<file path="config.mk">
export PLATFORM = sky130hd
export DESIGN_NAME = size_class_block_allocator_core
export DESIGN_NICKNAME = d
export VERILOG_FILES = /design/src/rtl/scba_pkg.sv /design/src/rtl/scba_front.sv /design/src/rtl/scba_cmd_fifo.sv /design/src/rtl/scba_back.sv /design/src/rtl/size_class_block_allocator_core.sv
export SDC_FILE = /design/constraint.sdc
export NUM_CORES = 2
export LEC_CHECK = 0
export BUFFER_PORTS_ARGS = -buffer_cell sky130_fd_sc_hd__clkbuf_2
export CORE_MARGIN = 2
export CORE_UTILIZATION = 39
export DETAILED_ROUTE_END_ITERATION = 7
export PLACE_DENSITY = 0.52
export SETUP_SLACK_MARGIN = 0.3
export SLEW_MARGIN = 20
export SYNTH_ARGS = -nofsm -noshare
export SYNTH_HDL_FRONTEND = slang
export SYNTH_SLANG_ARGS = --single-unit
</file>
<file path="constraint.sdc">
create_clock -name clk -period 12.8 [get_ports clk]
set_input_delay 2.56 -clock clk [delete_from_list [all_inputs] [get_ports clk]]
set_output_delay 2.56 -clock clk [all_outputs]
set_load 0.1 [all_outputs]
</file>
<file path="src/rtl/scba_pkg.sv">
// ----------------------------------------------------------------------------
// scba_pkg
// Shared types and constants for the size class block allocator.
// ----------------------------------------------------------------------------
package scba_pkg;

    localparam int NUM_CLASSES       = 8;
    localparam int CLS_W             = 3;
    localparam int BLK_W             = 6;
    localparam int DEPTH_W           = 7;
    localparam int MARK_W            = 8;
    localparam int TOTAL_BLOCKS      = 190;
    localparam int MAX_PER_CLASS_DEF = 64;

    localparam logic [4:0] CLS_LOG2 [NUM_CLASSES] =
        '{5'd4, 5'd5, 5'd6, 5'd8, 5'd10, 5'd12, 5'd13, 5'd15};
    localparam logic [DEPTH_W-1:0] CLS_COUNT [NUM_CLASSES] =
        '{7'd0, 7'd60, 7'd40, 7'd30, 7'd20, 7'd20, 7'd10, 7'd10};
    localparam logic [31:0] CLS_REGION [NUM_CLASSES] =
        '{32'h7FF80, 32'h7F800, 32'h7EE00, 32'h7D000,
          32'h78000, 32'h64000, 32'h50000, 32'h0};
    localparam logic [MARK_W-1:0] CLS_MARK_BASE [NUM_CLASSES] =
        '{8'd190, 8'd130, 8'd90, 8'd60, 8'd40, 8'd20, 8'd10, 8'd0};

    localparam logic [2:0] ST_ALLOCATED = 3'd0;
    localparam logic [2:0] ST_TOO_LARGE = 3'd1;
    localparam logic [2:0] ST_EMPTY     = 3'd2;
    localparam logic [2:0] ST_FREED     = 3'd3;
    localparam logic [2:0] ST_BAD_FREE  = 3'd4;

    typedef enum logic [1:0] {
        CMD_ALLOC     = 2'd0,
        CMD_FREE      = 2'd1,
        CMD_TOO_LARGE = 2'd2,
        CMD_BAD_FREE  = 2'd3
    } cmd_kind_t;

    typedef struct packed {
        cmd_kind_t         kind;
        logic [CLS_W-1:0]  cls;
        logic [BLK_W-1:0]  blk;
    } cmd_t;

endpackage

</file>
<file path="src/rtl/scba_front.sv">
// ----------------------------------------------------------------------------
// scba_front
// Classifies a request: picks the class of an allocate, decodes a free address.
// ----------------------------------------------------------------------------
module scba_front
(
    input  logic                 action,
    input  logic [31:0]          request_size,
    input  logic [31:0]          block_address,
    input  logic [31:0]          pool_base,
    output scba_pkg::cmd_t       cmd
);

    logic [31:0]                   off;
    logic [31:0]                   rel;
    logic [31:0]                   span;
    logic [31:0]                   mask;
    logic                          hit;
    logic                          aligned;
    logic [scba_pkg::CLS_W-1:0]    hit_cls;
    logic [scba_pkg::BLK_W-1:0]    hit_blk;
    logic [scba_pkg::CLS_W-1:0]    pick;

    assign off = block_address - 32'd1 - pool_base;

    always_comb
    begin
        hit     = 1'b0;
        aligned = 1'b0;
        hit_cls = '0;
        hit_blk = '0;
        rel     = '0;
        span    = '0;
        mask    = '0;
        for (int c = 1; c < scba_pkg::NUM_CLASSES; c++)
        begin
            span = 32'(scba_pkg::CLS_COUNT[c]) << scba_pkg::CLS_LOG2[c];
            mask = (32'd1 << scba_pkg::CLS_LOG2[c]) - 32'd1;
            rel  = off - scba_pkg::CLS_REGION[c];
            if (off >= scba_pkg::CLS_REGION[c] && rel < span)
            begin
                hit     = 1'b1;
                aligned = ((rel & mask) == 32'd0);
                hit_cls = scba_pkg::CLS_W'(c);
                hit_blk = scba_pkg::BLK_W'(rel >> scba_pkg::CLS_LOG2[c]);
            end
        end
    end

    always_comb
    begin
        pick = '0;
        for (int c = scba_pkg::NUM_CLASSES - 1; c >= 0; c--)
        begin
            if (request_size < (32'd1 << scba_pkg::CLS_LOG2[c]))
            begin
                pick = scba_pkg::CLS_W'(c);
            end
        end
    end

    always_comb
    begin
        cmd.cls = '0;
        cmd.blk = '0;
        if (!action)
        begin
            if (request_size >= 32'h8000)
            begin
                cmd.kind = scba_pkg::CMD_TOO_LARGE;
            end
            else
            begin
                cmd.kind = scba_pkg::CMD_ALLOC;
                cmd.cls  = pick;
            end
        end
        else if (hit && aligned)
        begin
            cmd.kind = scba_pkg::CMD_FREE;
            cmd.cls  = hit_cls;
            cmd.blk  = hit_blk;
        end
        else
        begin
            cmd.kind = scba_pkg::CMD_BAD_FREE;
        end
    end

endmodule

</file>
<file path="src/rtl/scba_cmd_fifo.sv">
// ----------------------------------------------------------------------------
// scba_cmd_fifo
// Two-entry command queue between classifier and stack engine.
// ----------------------------------------------------------------------------
module scba_cmd_fifo
(
    input  logic            clk,
    input  logic            rst_n,
    input  logic            push,
    input  scba_pkg::cmd_t  push_cmd,
    input  logic            pop,
    output scba_pkg::cmd_t  head,
    output logic            full,
    output logic            empty
);

    scba_pkg::cmd_t  entry_reg [2];
    logic            wr_ptr_reg;
    logic            wr_ptr_next;
    logic            rd_ptr_reg;
    logic            rd_ptr_next;
    logic [1:0]      count_reg;
    logic [1:0]      count_next;

    assign full  = (count_reg == 2'd2);
    assign empty = (count_reg == 2'd0);
    assign head  = entry_reg[rd_ptr_reg];

    always_comb
    begin
        wr_ptr_next = wr_ptr_reg ^ push;
        rd_ptr_next = rd_ptr_reg ^ pop;
        count_next  = count_reg + {1'b0, push} - {1'b0, pop};
    end

    always_ff @(posedge clk or negedge rst_n)
    begin
        if (!rst_n)
        begin
            wr_ptr_reg <= 1'b0;
            rd_ptr_reg <= 1'b0;
            count_reg  <= 2'd0;
        end
        else
        begin
            wr_ptr_reg <= wr_ptr_next;
            rd_ptr_reg <= rd_ptr_next;
            count_reg  <= count_next;
        end
    end

    always_ff @(posedge clk)
    begin
        if (push)
        begin
            entry_reg[wr_ptr_reg] <= push_cmd;
        end
    end

endmodule

</file>
<file path="src/rtl/scba_back.sv">
// ----------------------------------------------------------------------------
// scba_back
// Stack engine: free stacks, depths, allocation marks and the result register.
// ----------------------------------------------------------------------------
module scba_back
#(
    parameter int MAX_PER_CLASS = scba_pkg::MAX_PER_CLASS_DEF
)
(
    input  logic            clk,
    input  logic            rst_n,
    input  logic [31:0]     pool_base,
    input  scba_pkg::cmd_t  head,
    input  logic            empty,
    output logic            pop,
    output logic            out_valid,
    input  logic            out_stall,
    output logic [31:0]     result_address,
    output logic [2:0]      status,
    output logic [2:0]      size_class
);

    localparam int PW = $clog2(MAX_PER_CLASS);
    localparam int AW = scba_pkg::CLS_W + PW;
    localparam int NC = scba_pkg::NUM_CLASSES;

    typedef enum logic [1:0] {
        S_IDLE = 2'b01,
        S_READ = 2'b10
    } state_t;

    state_t                          state_reg, state_next;
    logic [scba_pkg::DEPTH_W-1:0]    depth_reg [NC];
    logic [scba_pkg::DEPTH_W-1:0]    depth_next [NC];
    logic [scba_pkg::DEPTH_W-1:0]    low_reg [NC];
    logic [scba_pkg::DEPTH_W-1:0]    low_next [NC];
    logic [scba_pkg::TOTAL_BLOCKS-1:0] marks_reg, marks_next;
    logic [scba_pkg::CLS_W-1:0]      cls_reg, cls_next;
    logic [PW-1:0]                   pos_reg, pos_next;
    logic                            fresh_reg, fresh_next;
    logic                            out_valid_reg, out_valid_next;
    logic [31:0]                     addr_reg, addr_next;
    logic [2:0]                      status_reg, status_next;
    logic [2:0]                      class_reg, class_next;

    logic [scba_pkg::BLK_W-1:0]      mem [2**AW];
    logic [scba_pkg::BLK_W-1:0]      rd_data_reg;
    logic                            mem_we, mem_re;
    logic [AW-1:0]                   mem_wa, mem_ra;
    logic [scba_pkg::BLK_W-1:0]      mem_wd;

    logic                            out_free;
    logic [scba_pkg::DEPTH_W-1:0]    d;
    logic [scba_pkg::DEPTH_W-1:0]    dm1;
    logic [scba_pkg::MARK_W-1:0]     mi;
    logic [scba_pkg::MARK_W-1:0]     ai;
    logic [scba_pkg::BLK_W-1:0]      blk;

    assign out_free       = !out_valid_reg || !out_stall;
    assign out_valid      = out_valid_reg;
    assign result_address = addr_reg;
    assign status         = status_reg;
    assign size_class     = class_reg;

    always_comb
    begin
        state_next     = state_reg;
        depth_next     = depth_reg;
        low_next       = low_reg;
        marks_next     = marks_reg;
        cls_next       = cls_reg;
        pos_next       = pos_reg;
        fresh_next     = fresh_reg;
        out_valid_next = out_valid_reg && out_stall;
        addr_next      = addr_reg;
        status_next    = status_reg;
        class_next     = class_reg;
        pop            = 1'b0;
        mem_we         = 1'b0;
        mem_re         = 1'b0;
        mem_wa         = {head.cls, PW'(depth_reg[head.cls])};
        mem_wd         = head.blk;
        d              = depth_reg[head.cls];
        dm1            = d - 7'd1;
        mem_ra         = {head.cls, PW'(dm1)};
        mi             = scba_pkg::CLS_MARK_BASE[head.cls] + scba_pkg::MARK_W'(head.blk);
        blk            = fresh_reg ? scba_pkg::BLK_W'(pos_reg) : rd_data_reg;
        ai             = scba_pkg::CLS_MARK_BASE[cls_reg] + scba_pkg::MARK_W'(blk);
        case (state_reg)
            S_IDLE:
            begin
                if (!empty && out_free)
                begin
                    pop = 1'b1;
                    case (head.kind)
                        scba_pkg::CMD_ALLOC:
                        begin
                            if (d == '0)
                            begin
                                out_valid_next = 1'b1;
                                addr_next      = '0;
                                status_next    = scba_pkg::ST_EMPTY;
                                class_next     = head.cls;
                            end
                            else
                            begin
                                depth_next[head.cls] = dm1;
                                fresh_next           = (dm1 < low_reg[head.cls]);
                                if (dm1 < low_reg[head.cls])
                                begin
                                    low_next[head.cls] = dm1;
                                end
                                cls_next   = head.cls;
                                pos_next   = PW'(dm1);
                                mem_re     = 1'b1;
                                state_next = S_READ;
                            end
                        end
                        scba_pkg::CMD_FREE:
                        begin
                            out_valid_next = 1'b1;
                            addr_next      = '0;
                            if (marks_reg[mi] && d < scba_pkg::CLS_COUNT[head.cls])
                            begin
                                marks_next[mi]       = 1'b0;
                                mem_we               = 1'b1;
                                depth_next[head.cls] = d + 7'd1;
                                status_next          = scba_pkg::ST_FREED;
                                class_next           = head.cls;
                            end
                            else
                            begin
                                status_next = scba_pkg::ST_BAD_FREE;
                                class_next  = '0;
                            end
                        end
                        scba_pkg::CMD_TOO_LARGE:
                        begin
                            out_valid_next = 1'b1;
                            addr_next      = '0;
                            status_next    = scba_pkg::ST_TOO_LARGE;
                            class_next     = '0;
                        end
                        default:
                        begin
                            out_valid_next = 1'b1;
                            addr_next      = '0;
                            status_next    = scba_pkg::ST_BAD_FREE;
                            class_next     = '0;
                        end
                    endcase
                end
            end
            S_READ:
            begin
                if (out_free)
                begin
                    marks_next[ai] = 1'b1;
                    out_valid_next = 1'b1;
                    addr_next      = pool_base + scba_pkg::CLS_REGION[cls_reg]
                                   + (32'(blk) << scba_pkg::CLS_LOG2[cls_reg]) + 32'd1;
                    status_next    = scba_pkg::ST_ALLOCATED;
                    class_next     = cls_reg;
                    state_next     = S_IDLE;
                end
            end
            default:
            begin
                state_next = S_IDLE;
            end
        endcase
    end

    always_ff @(posedge clk or negedge rst_n)
    begin
        if (!rst_n)
        begin
            state_reg     <= S_IDLE;
            marks_reg     <= '0;
            out_valid_reg <= 1'b0;
            for (int c = 0; c < NC; c++)
            begin
                depth_reg[c] <= scba_pkg::CLS_COUNT[c];
                low_reg[c]   <= scba_pkg::CLS_COUNT[c];
            end
        end
        else
        begin
            state_reg     <= state_next;
            marks_reg     <= marks_next;
            out_valid_reg <= out_valid_next;
            depth_reg     <= depth_next;
            low_reg       <= low_next;
        end
    end

    always_ff @(posedge clk)
    begin
        cls_reg    <= cls_next;
        pos_reg    <= pos_next;
        fresh_reg  <= fresh_next;
        addr_reg   <= addr_next;
        status_reg <= status_next;
        class_reg  <= class_next;
    end

    // entries below the low mark were never written and read as their own position
    always_ff @(posedge clk)
    begin
        if (mem_we)
        begin
            mem[mem_wa] <= mem_wd;
        end
        if (mem_re)
        begin
            rd_data_reg <= mem[mem_ra];
        end
    end

    a_read_after_pop: assert property (@(posedge clk) disable iff (!rst_n)
        state_reg == S_READ && $past(state_reg) != S_READ |-> $past(pop))
        else $error("read state not entered by a queue pop");

    a_freed_has_class: assert property (@(posedge clk) disable iff (!rst_n)
        out_valid_reg && status_reg == scba_pkg::ST_FREED |-> class_reg != 3'd0)
        else $error("freed result without a class");

    a_fail_zero_addr: assert property (@(posedge clk) disable iff (!rst_n)
        out_valid_reg && status_reg != scba_pkg::ST_ALLOCATED |-> addr_reg == 32'd0)
        else $error("non-allocate result carries an address");

    a_no_pop_in_read: assert property (@(posedge clk) disable iff (!rst_n)
        state_reg == S_READ |-> !pop)
        else $error("queue popped during a stack read");

endmodule

</file>
<file path="src/rtl/size_class_block_allocator_core.sv">
// ----------------------------------------------------------------------------
// size_class_block_allocator_core
// Seven-class fixed pool allocator with per-class LIFO free stacks.
//
//   channel   handshake              payload
//   in        in_valid / in_stall    action, request_size, block_address
//   out       out_valid / out_stall  result_address, status, size_class
//   cfg       cfg_wr_en              cfg_wr_data (pool_base)
//
// An allocate passes the queue write, a stack pop with a registered memory
// read, then the result register; a free or failed request passes the queue
// write, then the result register. The stack engine works on one command at
// a time; an allocate holds it for its stack read. Two queued commands let
// input continue while a result stalls. No clearing pass after reset.
// ----------------------------------------------------------------------------
module size_class_block_allocator_core
#(
    parameter int MAX_PER_CLASS = scba_pkg::MAX_PER_CLASS_DEF
)
(
    input  logic         clk,
    input  logic         rst_n,
    input  logic         cfg_wr_en,
    input  logic [31:0]  cfg_wr_data,
    input  logic         in_valid,
    output logic         in_stall,
    input  logic         action,
    input  logic [31:0]  request_size,
    input  logic [31:0]  block_address,
    output logic         out_valid,
    input  logic         out_stall,
    output logic [31:0]  result_address,
    output logic [2:0]   status,
    output logic [2:0]   size_class
);

    logic [31:0]     pool_base_reg;
    scba_pkg::cmd_t  front_cmd;
    scba_pkg::cmd_t  head;
    logic            full;
    logic            empty;
    logic            pop;

    always_ff @(posedge clk or negedge rst_n)
    begin
        if (!rst_n)
        begin
            pool_base_reg <= '0;
        end
        else if (cfg_wr_en)
        begin
            pool_base_reg <= cfg_wr_data;
        end
    end

    assign in_stall = full;

    scba_front u_front
    (
        .action        (action),
        .request_size  (request_size),
        .block_address (block_address),
        .pool_base     (pool_base_reg),
        .cmd           (front_cmd)
    );

    scba_cmd_fifo u_fifo
    (
        .clk      (clk),
        .rst_n    (rst_n),
        .push     (in_valid && !full),
        .push_cmd (front_cmd),
        .pop      (pop),
        .head     (head),
        .full     (full),
        .empty    (empty)
    );

    scba_back #(
        .MAX_PER_CLASS (MAX_PER_CLASS)
    ) u_back
    (
        .clk            (clk),
        .rst_n          (rst_n),
        .pool_base      (pool_base_reg),
        .head           (head),
        .empty          (empty),
        .pop            (pop),
        .out_valid      (out_valid),
        .out_stall      (out_stall),
        .result_address (result_address),
        .status         (status),
        .size_class     (size_class)
    );

endmodule
</file>
After elaboration in Yosys (flattened, before gate mapping)
Memories as Yosys holds them, arrays and structs flattened. A register that Yosys moved wholly into a read port is not among the register bits.
Index checks and enable logic that the tools add are counted.
W data, S select, Z words.

word-level totals
  bits in registers = 389
  memory bits (writable) = 3,094
  ROM bits = 480
  input port bits = 102
  output and inout bits = 40
  word-level logic and storage cells = 265
  memories kept = 7

operators by class
  $add $sub $neg = 17
  magnitude comparators = 32
  equal/unequal tests = 14
  shift-type cells = 1
  muxes and demuxes = 119
  bitwise logic cells = 8
  reductions and logical operators = 38

memories
  name             words  bits a word  read ports  clocked after Yosys merged registers in  write ports  line              RTL
  u_back.mem       512    6            1           1                                        1            scba_back.sv:46   logic [scba_pkg::BLK_W-1:0] mem [2**AW];
  (no name shown)  8      32           1           0                                        0            scba_back.sv:160  addr_next = pool_base + scba_pkg::CLS_REGION[cls_reg]
  (no name shown)  8      8            1           0                                        0            scba_back.sv:86   mi = scba_pkg::CLS_MARK_BASE[head.cls] + scba_pkg::MARK_W'(head.blk);
  (no name shown)  8      8            1           0                                        0            scba_back.sv:88   ai = scba_pkg::CLS_MARK_BASE[cls_reg] + scba_pkg::MARK_W'(blk);
  (no name shown)  8      7            1           0                                        0            scba_back.sv:123  if (marks_reg[mi] && d < scba_pkg::CLS_COUNT[head.cls])
  (no name shown)  8      5            1           0                                        0            scba_back.sv:161  + (32'(blk) << scba_pkg::CLS_LOG2[cls_reg]) + 32'd1;
  +1 memories      -      -            -           -                                        -            -

operators by type and width
  kind                      number
  $mux W190                 4
  $pmux W190 S2             1
  $logic_not A32 Y1         7
  $ge A32 B19 Y1 const B    6
  $mux W32                  6
  $sub A32 B19 Y32 const B  6
  $and A190 B190 Y190       1
  $not A190 Y190            1
  $or A190 B190 Y190        1
  $bwmux W56                3
  $mux W56                  2
  $pmux W56 S2              1
  $mux W3                   23
  $add A32 B32 Y32          2
  $lt A32 B11 Y1 const B    2
  $lt A32 B13 Y1 const B    2
  $lt A32 B17 Y1 const B    2
  $pmux W32 S2              1
  $mux W6                   9
  $mux W7                   7
  $bmux W7 S3               2
  $mux W1                   36
  $add A32 B1 Y32 const B   1
  $ge A32 B1 Y1 const B     1
  other kinds (50)          102

Depth between registers and ports, before layout
An unclocked memory read counts as a cell.

  depth after elaboration = 16
  gate-level depth with buffers = 27
  gate-level depth less buffers = 26

Modules after synthesis
Synthesis repeated with hierarchy kept, for this count alone.

unflattened totals
  cell total of the unflattened synthesis = 8,569
  area, all modules = 149,000.4 µm²

modules (own cells, without submodules)
  module                           instances  cells each  area an instance (µm²)  seq. area each (µm²)
  scba_back                        1          7,667       141,408.1               101,548.6
  scba_front                       1          783         5,203.7                 0.0
  size_class_block_allocator_core  1          69          1,351.3                 800.8
  scba_cmd_fifo                    1          50          1,037.2                 760.7

Worst setup path before layout
OpenSTA, ideal clock, no wires.

  kind = register to register
  start point = register u_fifo.rd_ptr_reg
  end point = memory u_back.mem[444][0] in the netlist's numbering (enable)
  setup time = 350 ps
  data arrival time = 9,987 ps
  data required time = 12,450 ps
  slack = 2,463 ps
  cell stages (with the launch flop) = 20
  buffers on the path = 4
  period minus slack after synthesis = 10,337 ps
  path through = dfrtp_1 buf_4 buf_2 mux2i_1 inv_1 ha_1 a21o_1 a21oi_1 o21ai_0 a21oi_1 xnor2_1 mux2i_1 o21ai_0 o2111ai_1 nand2b_1 nor2_1 clkbuf_1 nand3_1 clkbuf_1 nor2_1

RTL lines
  what                      line                 RTL
  start: declaration        scba_cmd_fifo.sv:20  logic rd_ptr_reg;
  start signal: assignment  scba_cmd_fifo.sv:47  rd_ptr_reg <= rd_ptr_next;
  end: declaration          scba_back.sv:46

Worst setup path in the final report
  start point = register u_fifo.rd_ptr_reg
  end point = memory u_back.mem[253][3] in the netlist's numbering (enable)

between the ends
  word-level cells in the longest chain between the ends = 15
  elaborated cells on any way between the ends = 23
  those cells by class = add/sub (1); order compare (1); eq/ne (1); mux (15); bitwise (1); reduce/logical (1); memory (3)

RTL lines
  what                                        line              RTL
  $mem_v2 Z2 W11 (*)                          -
  $not A3 Y4 (implied by the code)            -
  $mem_v2 Z8 W8                               -
  $mux W8 (implied by the code) (2 in a row)  scba_back.sv:86
  $add A8 B6 Y8                               scba_back.sv:86
  $bmux W1 S8                                 scba_back.sv:123
  $mux W1 (implied by the code)               scba_back.sv:123
  $logic_and A1 B1 Y1                         scba_back.sv:123
  $mux W1                                     scba_back.sv:123
  $mux W1                                     scba_back.sv:95   case (head.kind)
  $mux W1                                     scba_back.sv:92   if (!empty && out_free)
  $mux W1                                     scba_back.sv:89   case (state_reg)
  $mux W1                                     scba_back.sv:210  if (mem_we)
  $mux W1 (implied by the code)               scba_back.sv:212  mem[mem_wa] <= mem_wd;

Mark *: on every way between the ends. The rest lies on a longest branch, timed or not. The select of a mux whose other input is x is not followed.

==> flow_summary.yaml <==
floorplanning:
  dieHeight_um: 613.3
  dieArea_um2: 376100
  io_pins: 142
  rows: 223
  fp.coreArea_um2: 369100
  die_w_um: 613.3
  start_util_pct: 39.22
cells_and_area:
  largest_reg_flops: 3072
  area_delta_synth_final_pct: 13.04
  fin_cells: 13220
  drive_above_1_share_pct: 24.92
  fillers: 31710
  mostFrequentLayoutCells: "3,148 x edfxtp_1, 1,058 x mux4_2, 665 x nor2_1"
  fin_area_um2: 163700
  nets: 8197
  layout_commonest_cell: "edfxtp_1"
synthesis:
  synth_xor_area_share_pct: 0.5669
  synth_top_family_by_area: "multiplexers"
  synth_edf_count: 3148
  synthArstFlopShare_pct: 9.774
  synth_compound_area_share_pct: 3.854
  synth_top_area_share_pct: 65.29
  synth_mux_area_share_pct: 17.17
  synth-simple-area-share_pct: 4.339
  yosysWarnings: 0
  synth_area_per_cell_um2: 18.60
  ys_seq_elements: 3489
  yosysTopAreaCell: "edfxtp_1"
  yosysSeqAreaShare_pct: 71.22
  synth-main-ff-cell: "edfxtp_1"
  synth_area_leaders: "edfxtp_1 65%, mux4_2 16%, dfrtp_1 5.3%"
  synth_area_um2: 144800
  postSynthCellCount: 7784
  synthAdderAreaFrac_pct: 1.258
  ys_types: 105
worst_setup_path:
  critPathMaxStageDelay_ns: 0.99
  r2r_end: "u_back.mem[253][3]"
  critPathLaunchType: "flop"
  crit_type: "flop to flop"
  r2r-start: "u_fifo.rd_ptr_reg"
  r2r_cells: 16
  cp_num_buf_inv: 2
  cpMaxStageDelayCell: "dfrtp_1"
  cp_max_fo: 31
  critPathCaptureType: "flop"
  required_ns: 13.38
  worst_path_dominant_cell_family: "simple AND/OR/NAND/NOR gates"
  crit_chain: "mux2i_2 > nand2_1 > o21ai_0 > ha_2 > buf_4 > mux4_2 > mux4_2 > mux4_2 > mux2i_1 > o21ai_0 > o2111ai_1 > nand2b_1 > nor2_4 > nand3_4 > buf_4 > nor2_1"
  worst_path_most_repeated_cell: "mux4_2"
  reg2reg_slack_ns: 3.40
  worstPathArrival_ns: 9.98
drt:
  dr_wl_met3_um: 24020
  dr_wl_met2_um: 183400
  num_vias: 75280
  drc_errors: 0
  routedWlPerCell_um: 28.87
  top_layer_used: "met5"
  wl_met1_um: 164000
  ant_nets: 0
  drt-pass1-iter-count: 6
  vias_per_cell: 5.693
  drt-initial-drc-count: 7995
  drt_wl_total_um: 381800
cts:
  cts.hold.buffers_added: 0
  clockBufferDepth: 4
  cts_made_buffers: 370
  root_buffer: "clkbuf_16"
  cts_tree: "built"
  clkTransAtPathRegs_ns: 0.06
  cts_htree_levels: 5
  clock-sinks: 3489
  clk_latency_ns: 0.97
  postCtsSetupBuffers: 0
  cts_resized: 0
grt:
  grt_max_degree: 197
  antenna_found_initial: 15
  grt_pass1_vias: 76240
  grt_pass1_wl_um: 551900
  grt_usage_pct: 20.12
  overflow: 0
sta:
  finClkSkew_ns: 0.07758
  slew_headroom_pct: 19.27
  rsz0062_at_grt: "false"
  fin_ws_ns: 3.398
  tns_ns: 0
  worst_slew_pin_slew_ns: 1.200
  maxSlewViolCount: 0
  setup-violations-final: 0
  max_freq_mhz: 106.4
  timing.final.crit_period_ns: 9.402
  period_share_pct: 73.46
  finalHoldViolCount: 0
worst_hold_path:
  hold_end: "u_back.low_reg[39]"
  hold_class: "flop to flop"
  hold_depth: 2
  hold_start: "u_back.low_reg[39]"
status:
  status: "finished, final reports clean"
placed_design:
  placed_area_um2: 151300
  gp_congestion: 0.8414
  place_inst: 12540
  dp_slack_ns: 3.175
  portBuffers: 137
  dp_hpwl_um: 229000
job:
  cap_violations: 0
==> kinds of logic (layout without fill, tap and decap cells) <==
kind of cell,after synthesis,in the layout
AOI/OAI and AO/OA,919,919
xor gates and xnor gates,92,92
adders and majority gates,136,136
buffers and inverters,576,1060
DFF,3489,3489
muxes,1150,1150
other,2,8
and+or+nand+nor,1420,1420
==> synthesized netlist by cell type, types with 19 or more instances <==
cell type / count
xnor2_1: 69
xor2_1: 21
mux4_2: 1058
mux2_2: 62
mux2i_1: 27
edfxtp_1: 3148
a311oi_1: 21
nand3_1: 84
nand4_1: 22
nand2_1: 364
and2_1: 52
dfrtp_1: 304
nor3_1: 61
o21ai_0: 504
nor2_1: 674
and3_1: 28
inv_1: 107
nand2b_1: 19
nor4_1: 21
a21o_1: 22
a21oi_1: 124
dfstp_2: 37
a22oi_1: 62
ha_1: 120
clkbuf_1: 329
buf_2: 107
==> metal layers <==
layer | global-route usage [%] | vias to the layer above
met5 | 0 | -
met4 | 5.570 | 2
met3 | 2.760 | 515
met2 | 32.36 | 2659
met1 | 28.80 | 40260
li1 | - | 31850
==> worst max-delay path by stage <==
stage	start	to	slack (ns)	cells after the start
4_1_cts	u_fifo.rd_ptr_reg	u_back.mem[75][4]	3.19	16
2_1_floorplan	u_fifo.rd_ptr_reg	u_back.mem[444][0]	2.46	19
3_5_place_dp	u_fifo.rd_ptr_reg	u_back.mem[75][4]	3.17	16
6_report	u_fifo.rd_ptr_reg	u_back.mem[253][3]	3.40	16
3_3_place_gp	u_fifo.rd_ptr_reg	u_back.mem[155][2]	3.31	16
5_1_grt	u_fifo.rd_ptr_reg	u_back.mem[75][3]	3.01	16
==> worst min-delay path, stage by stage, from the launching register on <==
cell	delay [ns]
dfrtp_1	0.34
nand2_1	0.05
o21ai_0	0.06
==> final cells by class <==
| type | instances | area, um^2 | share of cell area [%] |
|---|---|---|---|
| Tap cell | 4950 | 6193 | 3.784 |
| Inverter | 119 | 478.0 | 0.2920 |
| Sequential cell | 3489 | 103100 | 63.00 |
| Timing Repair Buffer | 258 | 1864 | 1.139 |
| Antenna cell | 4 | 10.01 | 0.006116 |
| Clock inverter | 235 | 2454 | 1.499 |
| Multi-Input combinational cell | 3721 | 39760 | 24.29 |
| Clock buffer | 448 | 9793 | 5.984 |
==> stage by stage <==
| stage | hold slack, ns | utilization (%) |
|---|---|---|
| CTS | 0.4837 | 44.31 |
| floorplan | 0.4498 | - |
| finish | 0.4818 | 44.34 |
| global route | 0.4976 | 44.33 |
| global placement | 0.4633 | 41.00 |
| detailed placement | 0.4708 | 41.00 |
Power is left out: the tool's default activity adds up to more than one toggle a clock period on the data nets, which glitch-free logic cannot reach.
